**src/sv/wsmv_pkg.sv**
```systemverilog
`default_nettype none

package wsmv_pkg;

  // field widths
  localparam int SYMBOL_W = 7;
  localparam int WINNER_W = 5;
  localparam int VOTES_W  = 7;
  localparam int STATUS_W = 2;

  // configuration port
  localparam int CFG_W       = 7;
  localparam int CFG_INDEX_W = 2;

  typedef enum logic [CFG_INDEX_W-1:0] {
    REG_WINDOW_LEN = 2'd0,
    REG_MIN_VOTES  = 2'd1
  } cfg_reg_t;

  localparam logic [CFG_W-1:0] WINDOW_LEN_RESET = 7'd8;
  localparam logic [CFG_W-1:0] MIN_VOTES_RESET  = 7'd0;

  typedef enum logic [STATUS_W-1:0] {
    STATUS_OK   = 2'd0,
    STATUS_WEAK = 2'd1,
    STATUS_BAD  = 2'd2
  } status_t;

  localparam logic signed [SYMBOL_W-1:0] SILENCE = '1;

  localparam int NUM_SYMBOLS_DEF = 32;
  localparam int MAX_WINDOW_DEF  = 64;

endpackage

`default_nettype wire

```
**src/sv/windowed_symbol_majority_vote.sv**
```systemverilog
// windowed majority vote over a stream of detected symbols
//
// input channel: in_valid / in_stall with symbol (signed, 0..NUM_SYMBOLS-1 valid,
// -1 silence, anything else invalid). one transaction per symbol.
// output channel: out_valid / out_stall with winner, votes and status, one
// transaction per completed window of window_len (0 as 1, max MAX_WINDOW) symbols.
// config port: cfg_write with cfg_index / cfg_data, to be written only while idle (the block does not enforce this).
//
// per-symbol counts live in a synchronous ram with a registered read. a symbol
// reads its count when accepted and, unless it ends its window, writes count+1
// back in the following cycle; a forwarding register covers back-to-back hits
// on the same symbol, and per-entry valid bits clear the whole table at once at
// a window end. throughput: one symbol per cycle while in_stall is low, set by
// the single read-modify-write of the count ram; a window's result goes to the
// output register as its last symbol leaves the update stage. when out_stall
// holds a result and the next window ends, the update stage holds its symbol
// and in_stall rises until the output register drains. reset clears the window
// state and loads window_len 8, min_votes 0; no clearing pass is needed.
`default_nettype none

module windowed_symbol_majority_vote #(
  parameter int NUM_SYMBOLS = wsmv_pkg::NUM_SYMBOLS_DEF,
  parameter int MAX_WINDOW  = wsmv_pkg::MAX_WINDOW_DEF
) (
  input  logic                                clk,
  input  logic                                rst,
  input  logic                                in_valid,
  output logic                                in_stall,
  input  logic signed [wsmv_pkg::SYMBOL_W-1:0] symbol,
  output logic                                out_valid,
  input  logic                                out_stall,
  output logic [wsmv_pkg::WINNER_W-1:0]       winner,
  output logic [wsmv_pkg::VOTES_W-1:0]        votes,
  output logic [wsmv_pkg::STATUS_W-1:0]       status,
  input  logic                                cfg_write,
  input  logic [wsmv_pkg::CFG_INDEX_W-1:0]    cfg_index,
  input  logic [wsmv_pkg::CFG_W-1:0]          cfg_data
);
  import wsmv_pkg::*;

  localparam int SYM_W = (NUM_SYMBOLS > 1) ? $clog2(NUM_SYMBOLS) : 1;
  localparam int POS_W = $clog2(MAX_WINDOW + 1);
  localparam int CNT_W = POS_W;
  localparam int LEN_W = (POS_W > CFG_W) ? POS_W : CFG_W;

  // configuration
  logic [CFG_W-1:0] window_len;
  logic [CFG_W-1:0] min_votes;

  always_ff @(posedge clk) begin
    if (rst) begin
      window_len <= WINDOW_LEN_RESET;
      min_votes  <= MIN_VOTES_RESET;
    end else if (cfg_write) begin
      if (cfg_index == REG_WINDOW_LEN) window_len <= cfg_data;
      if (cfg_index == REG_MIN_VOTES)  min_votes  <= cfg_data;
    end
  end

  logic [LEN_W-1:0] len_ext;
  logic [POS_W-1:0] eff_len;

  always_comb begin
    len_ext = LEN_W'(window_len);
    if (len_ext == '0) begin
      eff_len = POS_W'(1);
    end else if (len_ext > LEN_W'(MAX_WINDOW)) begin
      eff_len = POS_W'(MAX_WINDOW);
    end else begin
      eff_len = POS_W'(len_ext);
    end
  end

  // input decode and read stage
  logic             in_accept;
  logic             in_hit;
  logic             in_bad;
  logic [SYM_W-1:0] in_addr;

  assign in_accept = in_valid && !in_stall;
  assign in_hit    = (symbol >= 0) && (symbol < NUM_SYMBOLS);
  assign in_bad    = !in_hit && (symbol != SILENCE);
  assign in_addr   = SYM_W'(symbol[SYMBOL_W-2:0]);

  logic [CNT_W-1:0]       count_mem [NUM_SYMBOLS];
  logic [NUM_SYMBOLS-1:0] count_vld;
  logic [CNT_W-1:0]       rd_data;

  logic             s1_valid;
  logic             s1_hit;
  logic             s1_bad;
  logic [SYM_W-1:0] s1_addr;
  logic             s1_fire;
  logic             s1_last;

  always_ff @(posedge clk) begin
    if (in_accept && in_hit) rd_data <= count_mem[in_addr];
  end

  always_ff @(posedge clk) begin
    if (rst) begin
      s1_valid <= 1'b0;
    end else if (in_accept) begin
      s1_valid <= 1'b1;
    end else if (s1_fire) begin
      s1_valid <= 1'b0;
    end
  end

  always_ff @(posedge clk) begin
    if (in_accept) begin
      s1_hit  <= in_hit;
      s1_bad  <= in_bad;
      s1_addr <= in_addr;
    end
  end

  // update stage
  logic [CNT_W-1:0] best_count;
  logic [SYM_W-1:0] best_symbol;
  logic [POS_W-1:0] position;
  logic             bad_seen;

  logic             fwd_valid;
  logic [SYM_W-1:0] fwd_addr;
  logic [CNT_W-1:0] fwd_cnt;

  logic [CNT_W-1:0] cnt_cur;
  logic [CNT_W-1:0] cnt_new;
  logic [CNT_W-1:0] best_count_next;
  logic [SYM_W-1:0] best_symbol_next;
  logic [POS_W-1:0] position_next;
  logic             bad_seen_next;
  logic             res_weak;

  always_comb begin
    // last write to this entry may not be in rd_data yet
    if (fwd_valid && (fwd_addr == s1_addr)) begin
      cnt_cur = fwd_cnt;
    end else if (count_vld[s1_addr]) begin
      cnt_cur = rd_data;
    end else begin
      cnt_cur = '0;
    end
    cnt_new = cnt_cur + CNT_W'(1);

    best_count_next  = best_count;
    best_symbol_next = best_symbol;
    if (s1_hit && (cnt_new > best_count)) begin
      best_count_next  = cnt_new;
      best_symbol_next = s1_addr;
    end
    bad_seen_next = bad_seen || s1_bad;
    position_next = position + POS_W'(1);
    s1_last       = position_next >= eff_len;
    res_weak      = (min_votes != '0) && (LEN_W'(best_count_next) < LEN_W'(min_votes));
  end

  assign s1_fire  = s1_valid && !(s1_last && out_valid && out_stall);
  assign in_stall = s1_valid && !s1_fire;

  always_ff @(posedge clk) begin
    if (s1_fire && s1_hit && !s1_last) count_mem[s1_addr] <= cnt_new;
  end

  always_ff @(posedge clk) begin
    if (rst) begin
      count_vld   <= '0;
      fwd_valid   <= 1'b0;
      best_count  <= '0;
      best_symbol <= '0;
      position    <= '0;
      bad_seen    <= 1'b0;
    end else if (s1_fire) begin
      if (s1_last) begin
        count_vld   <= '0;
        fwd_valid   <= 1'b0;
        best_count  <= '0;
        best_symbol <= '0;
        position    <= '0;
        bad_seen    <= 1'b0;
      end else begin
        if (s1_hit) begin
          count_vld[s1_addr] <= 1'b1;
          fwd_valid          <= 1'b1;
        end
        best_count  <= best_count_next;
        best_symbol <= best_symbol_next;
        position    <= position_next;
        bad_seen    <= bad_seen_next;
      end
    end
  end

  always_ff @(posedge clk) begin
    if (s1_fire && s1_hit && !s1_last) begin
      fwd_addr <= s1_addr;
      fwd_cnt  <= cnt_new;
    end
  end

  // output register
  always_ff @(posedge clk) begin
    if (rst) begin
      out_valid <= 1'b0;
    end else if (s1_fire && s1_last) begin
      out_valid <= 1'b1;
    end else if (!out_stall) begin
      out_valid <= 1'b0;
    end
  end

  always_ff @(posedge clk) begin
    if (s1_fire && s1_last) begin
      if (bad_seen_next) begin
        winner <= '0;
        votes  <= '0;
        status <= STATUS_BAD;
      end else begin
        winner <= WINNER_W'(best_symbol_next);
        votes  <= VOTES_W'(best_count_next);
        status <= res_weak ? STATUS_WEAK : STATUS_OK;
      end
    end
  end

  // checks
  a_pos_range: assert property (@(posedge clk) disable iff (rst)
    position < POS_W'(MAX_WINDOW))
    else $error("window position out of range");

  a_best_le_pos: assert property (@(posedge clk) disable iff (rst)
    POS_W'(best_count) <= position)
    else $error("best count exceeds symbols taken");

  a_window_clear: assert property (@(posedge clk) disable iff (rst)
    s1_fire && s1_last |=> position == '0 && best_count == '0 && !bad_seen && count_vld == '0)
    else $error("window state not cleared at window end");

  a_bad_zero: assert property (@(posedge clk) disable iff (rst)
    out_valid && status == STATUS_BAD |-> winner == '0 && votes == '0)
    else $error("invalid window result carries a winner");

endmodule

`default_nettype wire

```
**config.mk**
```make
export PLATFORM = sky130hd
export DESIGN_NAME = windowed_symbol_majority_vote
export DESIGN_NICKNAME = d
export VERILOG_FILES = /design/src/sv/wsmv_pkg.sv /design/src/sv/windowed_symbol_majority_vote.sv
export SDC_FILE = /design/constraint.sdc
export NUM_CORES = 1
export LEC_CHECK = 0
export BUFFER_PORTS_ARGS = -buffer_cell sky130_fd_sc_hd__clkbuf_2
export CAP_MARGIN = 5
export CORE_MARGIN = 2
export CORE_UTILIZATION = 55
export DETAILED_ROUTE_END_ITERATION = 6
export PLACE_DENSITY = 0.84
export SETUP_SLACK_MARGIN = 0.05
export SLEW_MARGIN = 25
export SYNTH_ARGS = -nofsm -noshare
export SYNTH_HDL_FRONTEND = slang
export SYNTH_SLANG_ARGS = --single-unit
```
**constraint.sdc**
```tcl
create_clock -name clk -period 9.8 [get_ports clk]
set_clock_uncertainty 0.15 [all_clocks]
set_input_delay 0.98 -clock clk [delete_from_list [all_inputs] [get_ports clk]]
set_output_delay 0.98 -clock clk [all_outputs]
set_load 0.01 [all_outputs]
```
Yosys cells after proc, flatten, opt, wreduce, memory -nomap -nowiden
Memories as Yosys holds them, arrays and structs flattened. A register that Yosys moved wholly into a read port is not among the register bits.
Index checks and enable logic that the tools add are counted.
{"block": "word_totals", "reg_bits": 102, "mem_bits_rw": 224, "inputBits": 21, "output_inout_bits": 16, "word_cells": 88, "mem_count": 1}
{"memory": "count_mem", "words": 32, "width": 7, "rd": 1, "rd_ports_with_merged_regs": 1, "write_ports": 1, "line": "windowed_symbol_majority_vote.sv:85", "text": "logic [CNT_W-1:0] count_mem [NUM_SYMBOLS];"}
{"block": "op_classes", "add_sub_neg": 2, "n_lt_le_gt_ge": 8, "n_eq_ne": 4, "muxes": 25, "bitwise_logic": 1, "n_reduce_logical": 29}
{"cell": "$mux 32", "n": 2}
{"cell": "$mux 7", "n": 7}
{"cell": "$or 32x32->32", "n": 1}
{"cell": "$logic_and 1x1->1", "n": 15}
{"cell": "$add 7x1->7 const B", "n": 2}
{"cell": "$mux 1", "n": 12}
{"cell": "$mux 5", "n": 2}
{"cell": "$ge 7x1->1 const B", "n": 1}
{"cell": "$ge 7x7->1", "n": 1}
{"cell": "$gt 7x7->1", "n": 1}
{"cell": "$gt 7x7->1 const B", "n": 1}
{"cell": "$logic_not 7->1", "n": 1}
{"cell": "$lt 7x7->1", "n": 1}
{"cell": "$lt 7x7->1 const B", "n": 1}
{"cell": "$ne 7x1->1 const B", "n": 1}
{"cell": "$reduce_bool 7->1", "n": 1}
{"cell": "$lt 5x6->1 const B", "n": 1}
{"cell": "$reduce_and 2->1", "n": 3}
{"cell": "$bmux 1 s5", "n": 1}
{"cell": "$demux 1 s5", "n": 1}
{"cell": "$eq 5x5->1", "n": 1}
{"cell": "$ge 5x1->1 const B", "n": 1}
{"cell": "$logic_not 1->1", "n": 5}
{"cell": "$reduce_bool 2->1", "n": 2}
{"cell": "other kinds (4)", "n": 4}

Logic depth before layout (Yosys ltp)
{"block": "logic_depth", "word_depth": 13, "ltp_mapped": 29, "depth_no_buf": 25}

Worst setup path after synthesis
OpenSTA, ideal clock, no wires.
{"block": "synth_path", "path_kind": "register to register", "start": "register s1_addr[1]", "end": "register status[0] (netlist name) (data pin)", "setup_ns": 0.256, "arrival_ns": 7.062, "required_ns": 9.394, "slack_ns": 2.332, "path_stages_with_launch": 29, "n_path_buf": 4, "period_less_slack_ns": 7.468, "path_cell_list": "edfxtp_1 buf_2 buf_2 mux2i_1 nor3_1 nor4_2 o211ai_4 a31oi_1 inv_1 ha_1 o221a_2 xnor2_1 o221ai_1 ha_1 o21ai_0 nand2b_1 a21oi_1 a211o_1 clkbuf_1 inv_1 buf_1 mux2_2 ha_1 nor2_1 nor2_1 o21ai_0 and3_1 a21boi_0 a31o_2"}
{"block": "synth_via", "elab_chain_cells": 11, "word_cells_on_any_way": 13, "classes_between": "add/sub (1); order compare (2); eq/ne (1); mux (6); reduce/logical (3)"}
{"item": "start, declared", "line": "windowed_symbol_majority_vote.sv:92", "text": "logic [SYM_W-1:0] s1_addr;"}
{"item": "start signal, assigned", "line": "windowed_symbol_majority_vote.sv:114", "text": "s1_addr <= in_addr;"}
{"item": "$bmux 1 s5", "line": "windowed_symbol_majority_vote.sv:140", "text": "end else if (count_vld[s1_addr]) begin"}
{"item": "$mux 1 (implied by the code)", "line": "windowed_symbol_majority_vote.sv:140"}
{"item": "$mux 7", "line": "windowed_symbol_majority_vote.sv:140"}
{"item": "$mux 7 *", "line": "windowed_symbol_majority_vote.sv:138", "text": "if (fwd_valid && (fwd_addr == s1_addr)) begin"}
{"item": "$add 7x1->7 *", "line": "windowed_symbol_majority_vote.sv:145", "text": "cnt_new = cnt_cur + CNT_W'(1);"}
{"item": "net cnt_new[0]", "line": "windowed_symbol_majority_vote.sv:129", "text": "logic [CNT_W-1:0] cnt_new;"}
{"item": "$gt 7x7->1 *", "line": "windowed_symbol_majority_vote.sv:149", "text": "if (s1_hit && (cnt_new > best_count)) begin"}
{"item": "$logic_and 1x1->1 *", "line": "windowed_symbol_majority_vote.sv:149"}
{"item": "$mux 7 *", "line": "windowed_symbol_majority_vote.sv:149"}
{"item": "net best_count_next[2]", "line": "windowed_symbol_majority_vote.sv:130", "text": "logic [CNT_W-1:0] best_count_next;"}
{"item": "$lt 7x7->1 *", "line": "windowed_symbol_majority_vote.sv:156", "text": "res_weak = (min_votes != '0) && (LEN_W'(best_count_next) < LEN_W'(min_votes));"}
{"item": "$logic_and 1x1->1 *", "line": "windowed_symbol_majority_vote.sv:156"}
{"item": "$mux 1 *", "line": "windowed_symbol_majority_vote.sv:222", "text": "status <= res_weak ? STATUS_WEAK : STATUS_OK;"}
{"item": "end signal, assigned", "line": "windowed_symbol_majority_vote.sv:222"}
{"item": "end, declared", "line": "windowed_symbol_majority_vote.sv:34", "text": "output logic [wsmv_pkg::STATUS_W-1:0] status,"}
Mark *: on every way through the listed nets, which the timed path passes. The rest lies on a longest branch. The select of a mux whose other input is x is not followed.
A chain may end at the register's enable or synchronous reset.

Worst setup path after layout
{"block": "layout_path", "start": "register s1_addr[0]", "end": "register status[0] (netlist name) (data pin)"}
The elaborated chain is that of the path after synthesis.

==> results.sh <==
export IMPL_peakVddDrop_uv=175
export IMPL_ant_nets=0
export IMPL_status="completed"
export IMPL_finalPower_mw=3.00
export IMPL_grt_first_pass_wirelength_um=45100
export IMPL_grt_pass1_vias=7807
export IMPL_io_pins=37
export IMPL_cts_root_buf="clkbuf_16"
export IMPL_synth_seq_cells=333
export IMPL_cts_tree="done"
export IMPL_wl_per_cell_um=22.9
export IMPL_hpwl_um=18000
export IMPL_whs_ps=315
export IMPL_yosysSeqAreaShare_pct=67.4
export IMPL_synth_area_leader_cell="edfxtp_1"
export IMPL_synth_area_mm2=0.0138
export IMPL_grt_setup_unrepaired="no"
export IMPL_worstPathRequired_ps=9920
export IMPL_synth_edf_count=264
export IMPL_fin_area_mm2=0.0156
export IMPL_synth_cell_type_count=63
export IMPL_crit_path_start_kind="register"
export IMPL_setup_tns_ps=0
export IMPL_slew_violations=0
export IMPL_nNetsFinal=948
export IMPL_die_area_mm2=0.0264
export IMPL_cp_top_family="compound AO/OA/AOI/OAI gates"
export IMPL_floorplan_initialDensity_pct=55.5
export IMPL_clk_transition_reported_paths_ps=60
export IMPL_post_route_period_util_pct=73.4
export IMPL_pre_cts_slack_ps=2500
export IMPL_crit_path_frequent_cell="inv_1"
export IMPL_grt_max_degree=59
export IMPL_drc_errors=0
export IMPL_cp_max_fo=37
export IMPL_fmax_mhz=139
export IMPL_max_stage_delay_ps=660
export IMPL_hold_violations=0
export IMPL_n_antenna_cell=0
export IMPL_core_rowCount=58
export IMPL_crit_cells=28
export IMPL_postCtsSetupBuffers=0
export IMPL_ys_top_cells_by_area="edfxtp_1, mux4_2, dfxtp_1"
export IMPL_cts_buffers_inserted=34
export IMPL_viasPerCell=6.21
export IMPL_utilization_pct=62.8
export IMPL_cts_sinks=333
export IMPL_hp_class="reg -> reg"
export IMPL_final_cells=1260
export IMPL_grt_usage_pct=22.8
export IMPL_die_h_um=163
export IMPL_via_count=7825
export IMPL_leakagePower_nw=5.33
export IMPL_p_per_area_mw_per_mm2=192
export IMPL_drtPass1Iterations=5
export IMPL_area_delta_synth_final_pct=13.1
export IMPL_most_common_layout_cells="edfxtp_1, mux4_2, dfxtp_1"
export IMPL_cts_resized_gates=0
export IMPL_worstPathArrival_ps=7310
export IMPL_post_route_min_period_ps=7190
export IMPL_globalplace_congestion=0.862
export IMPL_crit_type="reg -> reg"
export IMPL_slew_headroom_pct=29.4
export IMPL_ys_warn_count=0
export IMPL_cts_max_level=2
export IMPL_wl_um=28800
export IMPL_holdPathStages=1
export IMPL_antenna_found_initial=0
export IMPL_max_slew_worst_pin_slew_ps=1050
export IMPL_drv_cap=0
export IMPL_syn_avg_cell_area_um2=16.1
export IMPL_slowest_stage="edfxtp_1"
export IMPL_die_w_um=163
export IMPL_worstSkewPairLatency_ps=520
export IMPL_async_reset_ff_share_pct=0
export IMPL_final_common_cell="edfxtp_1"
export IMPL_port_buffer_count=36
export IMPL_synth_ff_type="edfxtp_1"
export IMPL_dr_first_iter_drc_count=959
export IMPL_dp_cells=1197
export IMPL_cts_max_path_buffers=3
export IMPL_finalSetupViolCount=0
export IMPL_r2r_cells=28
export IMPL_holdBufCountCts=0
export IMPL_dpl_instance_area_mm2=0.0145
export IMPL_drive_gt1_share_pct=23.8
export IMPL_coreArea_mm2=0.0249
export IMPL_syn_inst=856
export IMPL_synth_fp_nets=899
export IMPL_cp_end_kind="register"
export IMPL_cp_num_buf_inv=6
export IMPL_grt_overflow_total=0
export IMPL_yosys_area_top_type_share_pct=57.4
export IMPL_fin_ws_ps=2610
[sequential cells by signal, indices dropped and copies added, names as in the netlist, 2 cells and up]
| name | count |
|---|---|
| votes | 7 |
| s1_addr | 5 |
| best_count | 7 |
| fwd_addr | 5 |
| len_ext | 7 |
| best_symbol | 5 |
| count_vld | 32 |
| min_votes | 7 |
| count_mem | 224 |
| fwd_cnt | 7 |
| status | 2 |
| rd_data | 7 |
| position | 7 |
| winner | 5 |
[area by class of cell]
type,count,area [um2]
Fill cell,1670,9260
Multi-Input combinational cell,455,4330
Clock inverter,15,149
Inverter,22,82.6
Sequential cell,333,9310
Clock buffer,46,980
Tap cell,330,413
Timing Repair Buffer,59,370
[metal layers]
layer / track usage [%] / vias up / part of all wire (%)
li1: - / 3466 / -
met1: 31.3 / 3970 / 40
met2: 37.1 / 317 / 50
met3: 4.05 / 72 / 6.9
met4: 8.29 / 0 / 3.0
met5: 0 / - / 0
[Yosys cell counts, drive strengths merged, types with 6 or more instances]
master  count
edfxtp    264
mux4       70
dfxtp      69
nor2       49
o21a       36
nor3       33
nand2      32
mux2i      29
clkbuf     28
a21oi      27
ha         22
inv        22
buf        18
o21ai      18
mux2       11
and2        9
nand3       9
xnor2       9
and3        7
nand3b      7
a22o        6
nand4       6
[report_power, final]
part,leakage [nW],internal (mW),switching (mW)
combinational,1.80,0.0652,0.0946
sequential,2.97,1.53,0.0116
clock,0.559,0.781,0.512
[worst reg2reg max path, delay by kind of cell, from the launching register on]
| kind | cells | cell delay (ps) |
|---|---|---|
| AOI/OAI and AO/OA | 11 | 2200 |
| xor gates and xnor gates | 1 | 140 |
| adders and majority gates | 3 | 870 |
| buffers and inverters | 6 | 1740 |
| DFF | 1 | 660 |
| and+or+nand+nor | 7 | 1180 |
[path summary, 6_finish.rpt]
kind | startpoint | end | slack (ps)
worst max-delay path | s1_addr[0] | status[0] | 2610
worst max register to register | s1_addr[0] | status[0] | 2610
worst min register to register | count_vld[19] | count_vld[19] | 320
worst min-delay path | count_vld[19] | count_vld[19] | 320
[logic make-up after synthesis]
family / count (synthesis) / share of synthesized area, %
multiplexers: 110 / 14.4
flip-flops: 333 / 67.4
buffers and inverters: 68 / 2.16
AND/OR/NAND/NOR: 179 / 6.56
AO/OA/AOI/OAI: 130 / 6.63
XOR/XNOR: 14 / 0.887
adder cells (fa/ha/maj): 22 / 1.99
Note: power is estimated with default switching activity, not from simulation.
